<file path="src/rtl/gpsl_pkg.sv">
// Shared types, constants and helper functions for the gesture pulse slew limiter.
// No dependencies; imported by gpsl_front and gesture_pulse_slew_limiter.
package gpsl_pkg;

    // Gesture codes
    localparam logic [2:0] GEST_UNKNOWN   = 3'd0;
    localparam logic [2:0] GEST_OPEN_PALM = 3'd1;
    localparam logic [2:0] GEST_POINT     = 3'd2;
    localparam logic [2:0] GEST_V_SIGN    = 3'd3;
    localparam logic [2:0] GEST_FIST      = 3'd4;

    // Configuration register indexes
    localparam logic [1:0] REG_SOURCE_TIMEOUT = 2'd0;
    localparam logic [1:0] REG_COMMAND_PULSE  = 2'd1;
    localparam logic [1:0] REG_FRAME_PERIOD   = 2'd2;
    localparam logic [1:0] REG_AXIS_RATE      = 2'd3;

    // Configuration reset values
    localparam logic [23:0] TIMEOUT_RESET = 24'd500000;
    localparam logic [23:0] PULSE_RESET   = 24'd1000000;
    localparam logic [23:0] PERIOD_RESET  = 24'd20000;
    localparam logic [15:0] RATE_RESET    = 16'd600;

    // Confidence threshold 0.75 in Q1.10
    localparam logic [10:0] CONF_THRESHOLD = 11'd768;
    localparam logic [7:0]  PCT_MAX        = 8'd100;

    // Axis limit and step clamp
    localparam logic signed [9:0] AXIS_LIMIT = 10'sd300;
    localparam logic [9:0]        STEP_MAX   = 10'd1000;
    localparam logic [9:0]        STEP_MIN   = 10'd1;

    // Products at or above 1e9 (a quotient of one thousand) clamp to the max step
    localparam logic [39:0] BIG_PRODUCT = 40'd1000000000;
    // floor(x / 1e6) = (x * RECIP_M) >> RECIP_SHIFT, exact for x < 2^30
    localparam logic [30:0] RECIP_M     = 31'd1125899907;
    localparam int          RECIP_SHIFT = 50;

    typedef struct packed {
        logic [23:0] source_timeout;
        logic [23:0] command_pulse;
        logic [23:0] frame_period;
        logic [15:0] axis_rate;
    } cfg_t;

    typedef struct packed {
        logic        gesture_active;
        logic [2:0]  active_gesture;
        logic [2:0]  observed_gesture;
        logic        confidence_finite;
        logic [10:0] confidence_q10;
        logic [63:0] source_time;
        logic [63:0] send_time;
    } in_beat_t;

    // Per-frame decisions carried down the front pipeline
    typedef struct packed {
        logic        fault;
        logic        active;
        logic [2:0]  gesture;
        logic [6:0]  pct;
        logic [63:0] pulse_end;
        logic        pulse_live;
        logic [63:0] send_time;
    } frame_info_t;

    // Move cur toward tgt by step without overshoot
    function automatic logic signed [9:0] slew(input logic signed [9:0] cur,
                                               input logic signed [9:0] tgt,
                                               input logic [9:0] step);
        logic signed [11:0] c;
        logic signed [11:0] t;
        logic signed [11:0] s;
        logic signed [11:0] up;
        logic signed [11:0] dn;
        logic signed [9:0]  r;
        c  = {{2{cur[9]}}, cur};
        t  = {{2{tgt[9]}}, tgt};
        s  = {2'b00, step};
        up = c + s;
        dn = c - s;
        if (c == t) begin
            r = cur;
        end else if (t > c) begin
            r = (up > t) ? tgt : up[9:0];
        end else begin
            r = (dn < t) ? tgt : dn[9:0];
        end
        return r;
    endfunction

endpackage

</file>
<file path="src/rtl/gesture_pulse_slew_limiter.sv">
// Gesture pulse slew limiter: top level with configuration, frame state and result register.
// Depends on gpsl_pkg and gpsl_front.
//
// One s_ beat carries a frame event (gesture snapshot plus source and send
// timestamps); one m_ beat carries the resulting control frame. Every input
// beat produces exactly one output beat, in order.
// Path: a beat accepted on s_ passes the input register, three arithmetic
// stages, then the state update that loads the output register, and shows
// on m_ from that register.
// Throughput: one beat per cycle while m_ is not stalled; the only loop is
// the roll/pitch/command state update in the last stage.
// Configuration: cfg_wr_en writes cfg_wdata to register cfg_addr at the clock
// edge; write only while no frame is in flight.
// Reset (aresetn low at a clock edge) clears the pipeline, the frame state
// and the beat counter, and restores the register defaults.
// When m_tready is low with m_tvalid high, the whole pipeline holds and
// s_tready drops; nothing is dropped or duplicated.
module gesture_pulse_slew_limiter
    import gpsl_pkg::*;
(
    input  logic         aclk,
    input  logic         aresetn,

    input  logic         cfg_wr_en,
    input  logic [1:0]   cfg_addr,
    input  logic [23:0]  cfg_wdata,

    input  logic         s_tvalid,
    output logic         s_tready,
    // [0] gesture_active, [3:1] active_gesture, [6:4] observed_gesture,
    // [7] confidence_finite, [18:8] confidence_q10, [82:19] source_time,
    // [146:83] send_time, [151:147] zero
    input  logic [151:0] s_tdata,

    output logic         m_tvalid,
    input  logic         m_tready,
    // [0] frame_valid, [3:1] command_id, [10:4] confidence_pct,
    // [42:11] beat_count, [52:43] roll_out, [62:53] pitch_out, [63] zero
    output logic [63:0]  m_tdata
);

    cfg_t        cfg_reg;
    in_beat_t    in_beat;
    logic        adv;
    logic        info_valid;
    frame_info_t info;
    logic [9:0]  step;

    // Unpack the input beat
    assign in_beat.gesture_active    = s_tdata[0];
    assign in_beat.active_gesture    = s_tdata[3:1];
    assign in_beat.observed_gesture  = s_tdata[6:4];
    assign in_beat.confidence_finite = s_tdata[7];
    assign in_beat.confidence_q10    = s_tdata[18:8];
    assign in_beat.source_time       = s_tdata[82:19];
    assign in_beat.send_time         = s_tdata[146:83];

    // Whole pipeline moves when the result register is free or being taken
    logic m_valid_reg;
    assign adv      = !m_valid_reg || m_tready;
    assign s_tready = adv;

    gpsl_front u_front (
        .aclk       (aclk),
        .aresetn    (aresetn),
        .adv        (adv),
        .in_valid   (s_tvalid),
        .in_beat    (in_beat),
        .cfg        (cfg_reg),
        .info_valid (info_valid),
        .info       (info),
        .step       (step)
    );

    // Frame state
    logic [31:0]       beat_reg, beat_next;
    logic signed [9:0] roll_reg, roll_next;
    logic signed [9:0] pitch_reg, pitch_next;
    logic [2:0]        cmd_reg, cmd_next;
    logic [6:0]        held_pct_reg, held_pct_next;
    logic              edge_reg, edge_next;
    logic [63:0]       pulse_end_reg, pulse_end_next;

    // Result register
    logic              m_frame_valid_reg, m_frame_valid_next;
    logic [2:0]        m_command_id_reg, m_command_id_next;
    logic [6:0]        m_pct_reg, m_pct_next;
    logic signed [9:0] m_roll_reg;
    logic signed [9:0] m_pitch_reg;

    logic              new_edge;
    logic              live;
    logic signed [9:0] roll_base, pitch_base;
    logic signed [9:0] roll_tgt, pitch_tgt;

    // Apply one frame to the state
    always_comb begin
        beat_next = beat_reg + 32'd1;
        new_edge  = info.active && (!edge_reg || (cmd_reg != info.gesture));
        roll_tgt  = '0;
        pitch_tgt = '0;

        if (info.fault) begin
            roll_next          = '0;
            pitch_next         = '0;
            cmd_next           = GEST_UNKNOWN;
            held_pct_next      = '0;
            edge_next          = 1'b0;
            pulse_end_next     = '0;
            live               = 1'b0;
            roll_base          = '0;
            pitch_base         = '0;
            m_frame_valid_next = 1'b0;
            m_command_id_next  = GEST_UNKNOWN;
            m_pct_next         = '0;
        end else begin
            held_pct_next  = info.active ? info.pct : held_pct_reg;
            cmd_next       = new_edge ? info.gesture : cmd_reg;
            pulse_end_next = new_edge ? info.pulse_end : pulse_end_reg;
            live           = new_edge ? info.pulse_live : (info.send_time < pulse_end_reg);
            roll_base      = new_edge ? 10'sd0 : roll_reg;
            pitch_base     = new_edge ? 10'sd0 : pitch_reg;
            edge_next      = info.active;

            // Target while the pulse lasts; other codes give zero
            if (live) begin
                if (cmd_next == GEST_OPEN_PALM) begin
                    pitch_tgt = -AXIS_LIMIT;
                end else if (cmd_next == GEST_POINT) begin
                    pitch_tgt = AXIS_LIMIT;
                end else if (cmd_next == GEST_V_SIGN) begin
                    roll_tgt = -AXIS_LIMIT;
                end
            end

            roll_next  = slew(roll_base, roll_tgt, step);
            pitch_next = slew(pitch_base, pitch_tgt, step);

            m_frame_valid_next = 1'b1;
            if ((roll_next != 10'sd0) || (pitch_next != 10'sd0)) begin
                m_command_id_next = cmd_next;
                m_pct_next        = held_pct_next;
            end else begin
                m_command_id_next = GEST_UNKNOWN;
                m_pct_next        = '0;
            end
        end
    end

    // Configuration, state and output valid
    always_ff @(posedge aclk) begin
        if (!aresetn) begin
            cfg_reg.source_timeout <= TIMEOUT_RESET;
            cfg_reg.command_pulse  <= PULSE_RESET;
            cfg_reg.frame_period   <= PERIOD_RESET;
            cfg_reg.axis_rate      <= RATE_RESET;
            beat_reg      <= '0;
            roll_reg      <= '0;
            pitch_reg     <= '0;
            cmd_reg       <= GEST_UNKNOWN;
            held_pct_reg  <= '0;
            edge_reg      <= 1'b0;
            pulse_end_reg <= '0;
            m_valid_reg   <= 1'b0;
        end else begin
            if (cfg_wr_en) begin
                unique case (cfg_addr)
                    REG_SOURCE_TIMEOUT: cfg_reg.source_timeout <= cfg_wdata;
                    REG_COMMAND_PULSE:  cfg_reg.command_pulse  <= cfg_wdata;
                    REG_FRAME_PERIOD:   cfg_reg.frame_period   <= cfg_wdata;
                    REG_AXIS_RATE:      cfg_reg.axis_rate      <= cfg_wdata[15:0];
                endcase
            end
            if (adv) begin
                m_valid_reg <= info_valid;
            end
            if (adv && info_valid) begin
                beat_reg      <= beat_next;
                roll_reg      <= roll_next;
                pitch_reg     <= pitch_next;
                cmd_reg       <= cmd_next;
                held_pct_reg  <= held_pct_next;
                edge_reg      <= edge_next;
                pulse_end_reg <= pulse_end_next;
            end
        end
    end

    // Load the result payload
    always_ff @(posedge aclk) begin
        if (adv && info_valid) begin
            m_frame_valid_reg <= m_frame_valid_next;
            m_command_id_reg  <= m_command_id_next;
            m_pct_reg         <= m_pct_next;
            m_roll_reg        <= roll_next;
            m_pitch_reg       <= pitch_next;
        end
    end

    assign m_tvalid = m_valid_reg;
    assign m_tdata  = {1'b0, m_pitch_reg, m_roll_reg, beat_reg, m_pct_reg,
                       m_command_id_reg, m_frame_valid_reg};

    // Channels never leave the axis range
    a_axis_range: assert property (@(posedge aclk) disable iff (!aresetn)
        m_valid_reg |-> (m_roll_reg <= AXIS_LIMIT) && (m_roll_reg >= -AXIS_LIMIT)
                     && (m_pitch_reg <= AXIS_LIMIT) && (m_pitch_reg >= -AXIS_LIMIT))
        else $error("axis output out of range");

    // Fault frames carry zero channels and no command
    a_fault_zero: assert property (@(posedge aclk) disable iff (!aresetn)
        (m_valid_reg && !m_frame_valid_reg) |->
            (m_roll_reg == 10'sd0) && (m_pitch_reg == 10'sd0)
            && (m_command_id_reg == GEST_UNKNOWN) && (m_pct_reg == 7'd0))
        else $error("fault frame not cleared");

    // Idle channels report no command
    a_idle_no_cmd: assert property (@(posedge aclk) disable iff (!aresetn)
        (m_valid_reg && (m_roll_reg == 10'sd0) && (m_pitch_reg == 10'sd0)) |->
            (m_command_id_reg == GEST_UNKNOWN) && (m_pct_reg == 7'd0))
        else $error("command reported with idle channels");

    // Beat counter steps by one per delivered frame
    a_beat_step: assert property (@(posedge aclk) disable iff (!aresetn)
        (adv && info_valid) |=> (beat_reg == $past(beat_reg) + 32'd1))
        else $error("beat counter did not advance");

    // Stalled result holds the frame state
    a_stall_hold: assert property (@(posedge aclk) disable iff (!aresetn)
        !adv |=> $stable(roll_reg) && $stable(pitch_reg) && $stable(beat_reg))
        else $error("state changed during stall");

endmodule

</file>
<file path="src/rtl/gpsl_front.sv">
// Front pipeline of the slew limiter: input register, frame checks, elapsed time,
// slew step (rate * elapsed / 1e6 by reciprocal multiply). Depends on gpsl_pkg.
module gpsl_front
    import gpsl_pkg::*;
(
    input  logic        aclk,
    input  logic        aresetn,
    input  logic        adv,
    input  logic        in_valid,
    input  in_beat_t    in_beat,
    input  cfg_t        cfg,
    output logic        info_valid,
    output frame_info_t info,
    output logic [9:0]  step
);

    logic        v1_reg, v2_reg, v3_reg, v4_reg;
    logic [63:0] last_send_reg;

    in_beat_t    beat1_reg;
    logic [63:0] prev1_reg;

    frame_info_t info2_reg, info2_next;
    logic [23:0] elapsed2_reg, elapsed2_next;

    frame_info_t info3_reg;
    logic [39:0] prod3_reg, prod3_next;

    frame_info_t info4_reg;
    logic [9:0]  step4_reg, step4_next;

    // Stage 2: freshness, ordering, activity, percent, pulse end, elapsed
    logic [63:0] src_age;
    logic [63:0] send_gap;
    logic        fresh, ordered, active;
    logic [17:0] pct_raw;
    logic [7:0]  pct_wide;
    logic [64:0] pulse_sum;
    logic [63:0] pulse_sat;

    always_comb begin
        src_age  = beat1_reg.send_time - beat1_reg.source_time;
        send_gap = beat1_reg.send_time - prev1_reg;

        fresh = (beat1_reg.source_time != 64'd0)
             && (beat1_reg.send_time >= beat1_reg.source_time)
             && (src_age[63:24] == 40'd0)
             && (src_age[23:0] <= cfg.source_timeout);
        ordered = (prev1_reg == 64'd0) || (beat1_reg.send_time >= prev1_reg);
        active  = beat1_reg.gesture_active
               && (beat1_reg.active_gesture != GEST_UNKNOWN)
               && (beat1_reg.observed_gesture == beat1_reg.active_gesture)
               && beat1_reg.confidence_finite
               && (beat1_reg.confidence_q10 >= CONF_THRESHOLD);

        // round half up, saturate at 100, zero when confidence is not finite
        pct_raw  = {7'd0, beat1_reg.confidence_q10} * 18'd100 + 18'd512;
        pct_wide = pct_raw[17:10];
        if (!beat1_reg.confidence_finite) begin
            pct_wide = 8'd0;
        end else if (pct_wide > PCT_MAX) begin
            pct_wide = PCT_MAX;
        end

        pulse_sum = {1'b0, beat1_reg.send_time} + {41'd0, cfg.command_pulse};
        pulse_sat = pulse_sum[64] ? {64{1'b1}} : pulse_sum[63:0];

        info2_next.fault      = !fresh || !ordered
                             || (active && (beat1_reg.active_gesture == GEST_FIST));
        info2_next.active     = active;
        info2_next.gesture    = beat1_reg.active_gesture;
        info2_next.pct        = pct_wide[6:0];
        info2_next.pulse_end  = pulse_sat;
        info2_next.pulse_live = beat1_reg.send_time < pulse_sat;
        info2_next.send_time  = beat1_reg.send_time;

        // elapsed capped at the timeout, frame period with no earlier frame or out of order
        if ((prev1_reg != 64'd0) && (beat1_reg.send_time >= prev1_reg)) begin
            if ((send_gap[63:24] != 40'd0) || (send_gap[23:0] > cfg.source_timeout)) begin
                elapsed2_next = cfg.source_timeout;
            end else begin
                elapsed2_next = send_gap[23:0];
            end
        end else begin
            elapsed2_next = cfg.frame_period;
        end
    end

    // Stage 3: rate times elapsed
    assign prod3_next = {24'd0, cfg.axis_rate} * {16'd0, elapsed2_reg};

    // Stage 4: divide by one million and clamp to [1, 1000]
    logic [60:0] recip_prod;
    logic [10:0] quo;

    always_comb begin
        recip_prod = {31'd0, prod3_reg[29:0]} * {30'd0, RECIP_M};
        quo        = recip_prod[RECIP_SHIFT +: 11];
        if (prod3_reg >= BIG_PRODUCT) begin
            step4_next = STEP_MAX;
        end else if (quo == 11'd0) begin
            step4_next = STEP_MIN;
        end else begin
            step4_next = quo[9:0];
        end
    end

    // Advance the valid chain and the last send time
    always_ff @(posedge aclk) begin
        if (!aresetn) begin
            v1_reg        <= 1'b0;
            v2_reg        <= 1'b0;
            v3_reg        <= 1'b0;
            v4_reg        <= 1'b0;
            last_send_reg <= 64'd0;
        end else if (adv) begin
            v1_reg <= in_valid;
            v2_reg <= v1_reg;
            v3_reg <= v2_reg;
            v4_reg <= v3_reg;
            if (in_valid) begin
                last_send_reg <= in_beat.send_time;
            end
        end
    end

    // Advance the payload
    always_ff @(posedge aclk) begin
        if (adv) begin
            beat1_reg    <= in_beat;
            prev1_reg    <= last_send_reg;
            info2_reg    <= info2_next;
            elapsed2_reg <= elapsed2_next;
            info3_reg    <= info2_reg;
            prod3_reg    <= prod3_next;
            info4_reg    <= info3_reg;
            step4_reg    <= step4_next;
        end
    end

    assign info_valid = v4_reg;
    assign info       = info4_reg;
    assign step       = step4_reg;

endmodule
</file>
<file path="config.mk">
export PLATFORM = sky130hd
export DESIGN_NAME = gesture_pulse_slew_limiter
export DESIGN_NICKNAME = d
export VERILOG_FILES = /design/src/rtl/gpsl_pkg.sv /design/src/rtl/gesture_pulse_slew_limiter.sv /design/src/rtl/gpsl_front.sv
export SDC_FILE = /design/constraint.sdc
export NUM_CORES = 2
export LEC_CHECK = 0
export ABC_AREA = 1
export BUFFER_PORTS_ARGS = -buffer_cell sky130_fd_sc_hd__buf_2
export CORE_ASPECT_RATIO = 0.8
export CORE_MARGIN = 2
export CORE_UTILIZATION = 45
export DETAILED_ROUTE_END_ITERATION = 8
export GPL_TIMING_DRIVEN = 0
export PLACE_DENSITY = 0.64
export SYNTH_ARGS = -nofsm -noshare
export SYNTH_HDL_FRONTEND = slang
export SYNTH_SLANG_ARGS = --single-unit
</file>
<file path="constraint.sdc">
create_clock -name aclk -period 7.85 [get_ports aclk]
set_input_delay 0 -clock aclk [delete_from_list [all_inputs] [get_ports aclk]]
set_output_delay 0 -clock aclk [all_outputs]
set_load 0.01 [all_outputs]
</file>
==> run metrics <==
core area between 150000 and 200000 sq um; Reg area 27900 sq um; non-filler cells, final around 12000; DRC 0; CTS buffer count just over 100; met1 GRT Util 0.435; CTS root buffer clkbuf_16; top cells by area, synth edfxtp_1 (27%), fa_1 (15%), ha_1 (13%); ys async rst share 0; CTS tree built; Hold Path Class in -> reg; Crit Path Max Fanout 4; CP Launch Type register; max incr delay on CP 0.56 ns; Mapped Cells ~9200; antenna violations before repair 32; Clock Path Buffers 3; Synth Cell Area about 80000 sq um; Post-synth EDFFs approximately 740; # nets final 11600; RR Startpoint u_front.prod3_reg[12]; Final Hold Fails 0; initial drt markers 6382; Clock transition at path regs 0.06 ns; final WL around 270000 um; TritonRoute pass-1 iters 8; Distinct cells, synth 80; Clock Latency Late Sink between 0.7 and 0.8 ns; yosys warns 0; count leader, synth inv_1; #FFs+latches synth just over 1000; critical path's slowest cell fa_1; MaxCap Viol Count 0; fmax approximately 0.13 GHz; grt total ovfl 0; min-delay src s_tdata[113]; vias in the first global route roughly 65000; Final Cycle Share 0.963; crit path from u_front.prod3_reg[12]; area delta synth->final 14.3%; Slew Viols, Final 0; first-pass GRT wire length 403000 um; Routed Antenna Nets 0; Port-buffer cells approximately 240; largest net degree at the start of global routing roughly 130; ys flop type edfxtp_1; wire per inst between 20 and 25 um; vias per inst 5.33; Die Span X 480 um; CP Capture Type register; CP Data Required Time roughly 8.4 ns; DP Cell Count 11900; sequential share of the synthesized area 0.342; Die ar. approximately 180000 sq um; max reg flops 147; Setup Crit Path Kind reg -> reg; H-Tree Level Count 3; Worst path most repeated cell fa_1; multi-input logic area about 46000 sq um; Final setup viols 0; # clock sinks between 1000 and 1500; worst slew pin tran roughly 1.4 ns; post-synth top area share 0.272; syn_nets between 10000 and 15000; Initial Util 0.454; DR vias around 66000; Synth top cells by count inv_1 (1871), nand2_1 (1547), ha_1 (872); TNS Setup 0 ns; grt peak-use layer met1; relative slew slack 0.0747; Tmin final around 7.6 ns; I/O pin cnt approximately 250; CP arrival between 8 and 9 ns; status finished, final reports clean; leading area contributor after synthesis edfxtp_1; Avg Inst Size Synth 8.84 sq um; share of layout cells above drive strength 1 0.0723; met2 Use GR 0.426; Die H 385 um; routability-driven placement congestion ratio a little under 1; gr usage total 0.292; Site Rows ~140; Post-DP HPWL between 200000 and 250000 um; met3 Usage GRT 0.0607; Final Skew just over 0.05 ns; # fillers 16500
## kinds of logic after synthesis
logic type | synth area share
muxes | 0.000998
and+or+nand+nor | 0.157
adders and majority gates | 0.288
buffers and inverters | 0.0976
DFF | 0.342
xor gates and xnor gates | 0.0230
other | 0.0000460
AOI/OAI and AO/OA | 0.0906
## worst max-delay path, delay by kind of cell, from the launching register on
kind / cells / cell delay [ns]
simple gates: 5 / 0.62
flops: 1 / 0.51
buf+inv: 6 / 0.45
compound gates: 7 / 1.12
xor+xnor: 1 / 0.30
fa+ha+maj: 9 / 4.29
## final timing paths
kind	end	slack, ns	cells past startpoint
worst max register to register	u_front.step[2]	0.29	28
worst min-delay path	u_front.beat1_reg[30]	0.06	2
worst min register to register	u_front.info[65]	0.40	0
worst max-delay path	u_front.step[2]	0.29	28
## metal layers
layer  wire (um)  up-vias
met4        7610        4
met3       24800      307
met1      126000    32200
met2      112000     2484
li1            -    31100
met5          32        -
## placed cells by master, fill, tap and decap left out, types with 20 or more instances in the layout
cell type | netlist | routed
nor3_1 | 83 | 82
xor2_1 | 138 | 136
nor2_2 | 20 | 22
xnor2_1 | 76 | 76
nand4_1 | 122 | 122
nand2_1 | 1547 | 1546
buf_2 | 12 | 256
clkbuf_16 | 0 | 105
nor4_1 | 53 | 53
edfxtp_1 | 739 | 739
dlygate4sd3_1 | 0 | 297
dfxtp_1 | 284 | 281
nor2_1 | 849 | 847
inv_1 | 1871 | 1865
o21ai_1 | 26 | 29
o21bai_1 | 29 | 29
or2_2 | 29 | 29
clkbuf_2 | 1 | 38
fa_1 | 629 | 622
a31oi_1 | 50 | 50
buf_4 | 5 | 60
clkbuf_1 | 176 | 115
o211ai_1 | 33 | 33
a21o_1 | 31 | 31
inv_2 | 15 | 20
o21a_1 | 41 | 41
nand3_1 | 279 | 279
ha_1 | 872 | 866
o21ai_0 | 395 | 390
a21oi_1 | 617 | 614
## area by class of cell
class                      count  share of cell area
inverter                    1889              0.0762
multi-input combinational   6098               0.491
buffer                       189             0.00948
tap                         2397              0.0322
clock buffer                 124              0.0300
antenna                       10            0.000269
timing repair buffer         606              0.0523
clock inverter                70             0.00925
sequential                  1023               0.299
## timing repair
| item | in CTS | in global routing |
|---|---|---|
| setup buffers | 8 | 48 |
| gates resized for setup | 22 | 118 |
| hold endpoints to repair | 299 | 0 |
| hold buffers | 297 | 0 |
| pin swaps | 0 | 7 |
| endpoints found under the setup margin | 8 | 24 |
## per-stage QoR
step / util / hold slack, ns / area, sq um / setup WS (ns)
6_report: 0.519 / 0.0599 / 93200 / 0.291
5_1_grt: 0.519 / 0.0426 / 93200 / -0.00407
4_1_cts: 0.516 / 0.0113 / 92700 / 0.00982
3_5_place_dp: 0.479 / 0.178 / 86000 / -0.605
3_3_place_gp: 0.477 / 0.176 / 85700 / -1.07
2_1_floorplan: - / 0.0989 / 81500 / 1.03
Power is not shown: default switching activity piles up to over one toggle a cycle in this logic, so the estimate is an artifact.
